## src/rtl/htw_pkg.sv

```systemverilog
// Package for the hashed timing wheel: command/result words, codes,
// sequencer states. No dependencies.
`default_nettype none
package htw_pkg;

    typedef enum logic [1:0] {
        CMD_ADD    = 2'd0,
        CMD_TAKE   = 2'd1,
        CMD_CANCEL = 2'd2,
        CMD_NONE   = 2'd3
    } cmd_code_t;

    typedef enum logic [1:0] {
        KIND_ADD    = 2'd0,
        KIND_CANCEL = 2'd1,
        KIND_TAKE   = 2'd2,
        KIND_NONE   = 2'd3
    } kind_code_t;

    typedef enum logic [1:0] {
        ST_OK     = 2'd0,
        ST_EARLY  = 2'd1,
        ST_PAST   = 2'd2,
        ST_BEYOND = 2'd3
    } status_code_t;

    localparam int TIME_W   = 48;
    localparam int HANDLE_W = 6;

    typedef struct packed {
        logic [1:0]          command;
        logic [TIME_W-1:0]   now_ms;
        logic [TIME_W-1:0]   expire_ms;
        logic [HANDLE_W-1:0] timer_handle;
    } cmd_word_t;

    typedef struct packed {
        logic [1:0]          kind;
        logic [1:0]          status;
        logic [HANDLE_W-1:0] expired_handle;
        logic                expired_valid;
        logic                last;
    } res_word_t;

    typedef enum logic [4:0] {
        S_CLEAR, S_IDLE, S_INIT,
        S_ADD_NOW, S_ADD_EXP, S_ADD_DIFF, S_ADD_SLOT, S_ADD_RD, S_ADD_WR1, S_ADD_WR2,
        S_CAN_RD, S_CAN_HS, S_CAN_WR1, S_CAN_WR2,
        S_TK_SPAN, S_TS_RD, S_TS_HEAD, S_TH_RD, S_TH_DATA, S_TH_EMIT, S_TK_NEXT,
        S_TK_FIN, S_EMIT
    } seq_state_t;

    function automatic res_word_t mk_res(input kind_code_t k, input status_code_t s,
                                         input logic [HANDLE_W-1:0] h, input logic v,
                                         input logic l);
        res_word_t r;
        r.kind           = k;
        r.status         = s;
        r.expired_handle = h;
        r.expired_valid  = v;
        r.last           = l;
        return r;
    endfunction

endpackage
`default_nettype wire

```

## src/rtl/htw_sub.sv

```systemverilog
// Shared 48-bit subtract/compare unit of the timing wheel sequencer.
// Depends on htw_pkg for the time width.
`default_nettype none
module htw_sub
    import htw_pkg::*;
(
    input  wire logic [TIME_W-1:0] a,
    input  wire logic [TIME_W-1:0] b,
    output logic      [TIME_W-1:0] diff,
    output logic                   borrow
);
    logic [TIME_W:0] full;

    // a - b with borrow out: borrow set means a < b
    assign full   = {1'b0, a} - {1'b0, b};
    assign diff   = full[TIME_W-1:0];
    assign borrow = full[TIME_W];
endmodule
`default_nettype wire

```

## config.mk

```make
export PLATFORM = sky130hd
export DESIGN_NAME = htw_sub
export DESIGN_NICKNAME = d
export VERILOG_FILES = /design/src/rtl/htw_pkg.sv /design/src/rtl/htw_sub.sv
export SDC_FILE = /design/constraint.sdc
export NUM_CORES = 1
export LEC_CHECK = 0
export ABC_AREA = 1
export BUFFER_PORTS_ARGS = -buffer_cell sky130_fd_sc_hd__buf_2
export CAP_MARGIN = 5
export CORE_MARGIN = 2
export CORE_UTILIZATION = 55
export DETAILED_ROUTE_END_ITERATION = 8
export GPL_ROUTABILITY_DRIVEN = 0
export PLACE_DENSITY_LB_ADDON = 0.12
export SKIP_LAST_GASP = 1
export SYNTH_ARGS = -nofsm -noshare
export SYNTH_HDL_FRONTEND = slang
export SYNTH_SLANG_ARGS = --single-unit
```

## constraint.sdc

```tcl
create_clock -name vclk -period 2.9
set_clock_uncertainty 0.15 [all_clocks]
set_input_delay 0.145 -clock vclk [all_inputs]
set_output_delay 0.145 -clock vclk [all_outputs]
set_load 0.02 [all_outputs]
```

==> flow_metrics.tcl <==
set metrics [dict create \
    outcome "finished, final reports clean" \
    wl_per_cell_um 11.1 \
    hold_buffers 0 \
    final_util_pct 66.9 \
    power.leakage_uw 0.00383 \
    hp-class "input pin to output pin" \
    period_needed_ps 2280 \
    path_buf_inv 4 \
    slowest_delay_ps 420 \
    synth.area.top_cells "nand2_1 (32%), inv_1 (22%), ha_1 (13%)" \
    ir_drop_v 0.000118 \
    dpl-instance-area_sq_um 5470 \
    maxCapViolCount 0 \
    vias 5801 \
    pre_cts_slack_ps 635 \
    synth_area_sq_um 4610 \
    seq_cell_count 0 \
    grt_first_pass_wirelength_um 22300 \
    synth_top_cell_area_share_pct 32.0 \
    ant_nets 0 \
    setup_violations 0 \
    crit_type "input pin to output pin" \
    critPathRequiredTime_ps 2610 \
    period_share_pct 78.7 \
    row_count 33 \
    hold_path_depth 4 \
    drt-vias-per-instance 4.76 \
    cp.depth 16 \
    netlist_instances 968 \
    cp-end-kind "output pin" \
    setup.worst_path.start "a[0]" \
    grt_pass1_vias 5067 \
    critical_path.max_fanout 3 \
    instances_no_fill 1218 \
    fp.dieH_um 95.6 \
    grt_use_total_pct 30.2 \
    placed_cells 1218 \
    hp-start "b[0]" \
    seq_area_frac_synth_pct 0 \
    yosys_warnings 0 \
    critPathTopFamily "simple AND/OR/NAND/NOR gates" \
    post_cts_resized 0 \
    crit_top_cell "nand2_1" \
    start_util_pct 56.4 \
    tightest_slew_ps 375 \
    core_sq_um 8180 \
    critPathSlowestCell "fa_1" \
    fin_nets 1260 \
    first_iter_violations 344 \
    regArea_sq_um 0 \
    grt_max_degree 7 \
    ioPinCount 145 \
    totalWireLength_um 13600 \
    fmax_mhz 438 \
    globalRouteOverflowTotal 0 \
    die_area_sq_um 9130 \
    tns_ps 0 \
    slew_headroom_pct 75.0 \
    clock_buffers 0 \
    cts_setup_buffers 0 \
    worst_slack_ps 619 \
    syn_area_per_cell_sq_um 4.76 \
    design_area_sq_um 5470 \
    antenna_found_initial 0 \
    synth_area_leader_cell "nand2_1" \
    synth_nets 1113 \
    grt_setup_unrepaired "no" \
    num_antenna_cells 0 \
    ys_types 29 \
    drive_gt1_share_pct 20.0 \
    fill_cells 877 \
    crit_chain "buf_2 -> inv_1 -> ha_1 -> fa_1 -> inv_1 -> nand2_1 -> nand2_1 -> nand3_1 -> nand2_1 -> nand3_1 -> nand2_2 -> nand2_1 -> nand2_1 -> nand2_1 -> nand2_1 -> buf_2" \
    drc_errors 0 \
    portBuffers 145 \
    slew_viol_final 0 \
    power.density_nw_per_um2 232 \
    drt_pass1_iterations 6 \
    finalHoldViolCount 0 \
    critPathLaunchType "input pin" \
    critical_path_arrival_ps 1990 \
    die_x_um 95.6 \
    dp_hpwl_um 12400 \
    synthToLayoutAreaGrowth_pct 18.6 \
]
[worst min-delay path, delay by kind of cell]
kind                     cells  cell delay [ps]
buffers and inverters        3              250
adder cells (fa/ha/maj)      1              100
[final cells by class]
class	count	area [sq um]	share of cell area [%]
inverter	275	1030	18.9
multi-input combinational	693	3580	65.5
tap	105	131	2.40
timing repair buffer	145	726	13.3
[path summary, 6_finish.rpt]
check	end	slack, ps
max	diff[32]	620
min	diff[0]	490
[metrics by stage]
stage	hold slack, ps	power (uW)
after floorplan	322	876
after global placement	498	1250
after detailed placement	498	1260
after CTS	499	1260
after global routing	539	1420
final	494	1270
[synthesized netlist by cell type]
cell,n
a21o_1,1
a21oi_1,27
and2_1,3
and2_2,1
and2_4,1
and3_1,1
fa_1,1
ha_1,48
inv_1,268
inv_2,7
nand2_1,393
nand2_2,24
nand3_1,36
nand3_2,8
nand3b_1,2
nand4_1,11
nor2_1,60
nor2_2,28
nor2_4,6
nor2b_1,1
nor3_1,3
nor3_2,3
nor4_1,2
o211ai_1,1
o21ai_0,1
o21bai_1,4
or2_1,2
xnor2_1,1
xor2_1,24
[cells in the final DEF, fill, tap and decap left out, types with 2 or more instances in the layout]
cell type,netlist,final
nand3_2,8,8
ha_1,48,48
buf_2,0,145
and2_1,3,3
nor2_2,28,28
nor4_1,2,2
a21oi_1,27,27
inv_2,7,7
nand4_1,11,11
nand3b_1,2,2
nand3_1,36,36
inv_1,268,268
nand2_1,393,393
xor2_1,24,24
nor2_4,6,6
nor2_1,60,60
nor3_1,3,3
or2_1,2,2
nand2_2,24,24
o21bai_1,4,4
nor3_2,3,3
[power breakdown]
part / switching (uW) / total [uW] / internal, uW
Combinational: 837 / 1270 / 434
Clock: 0 / 0 / 0
Sequential: 0 / 0 / 0
Total: 837 / 1270 / 434
[kinds of logic (layout without fill, tap and decap cells)]
group                    after synthesis  in the layout  synth area share [%]
AND/OR/NAND/NOR                      585            585                  55.4
buffers and inverters                275            420                  22.4
adder cells (fa/ha/maj)               49             49                  13.5
AO/OA/AOI/OAI                         34             34                  4.02
XOR/XNOR                              25             25                  4.75
[routing by layer]
metal	vias up	track usage [%]	part of all wire (%)
met1	2496	44.3	47
met2	189	49.4	43
li1	3106	-	-
met3	10	2.77	8.4
met4	0	3.10	0.79
met5	-	0	0
No activity file was read; power rests on OpenSTA's default activity.
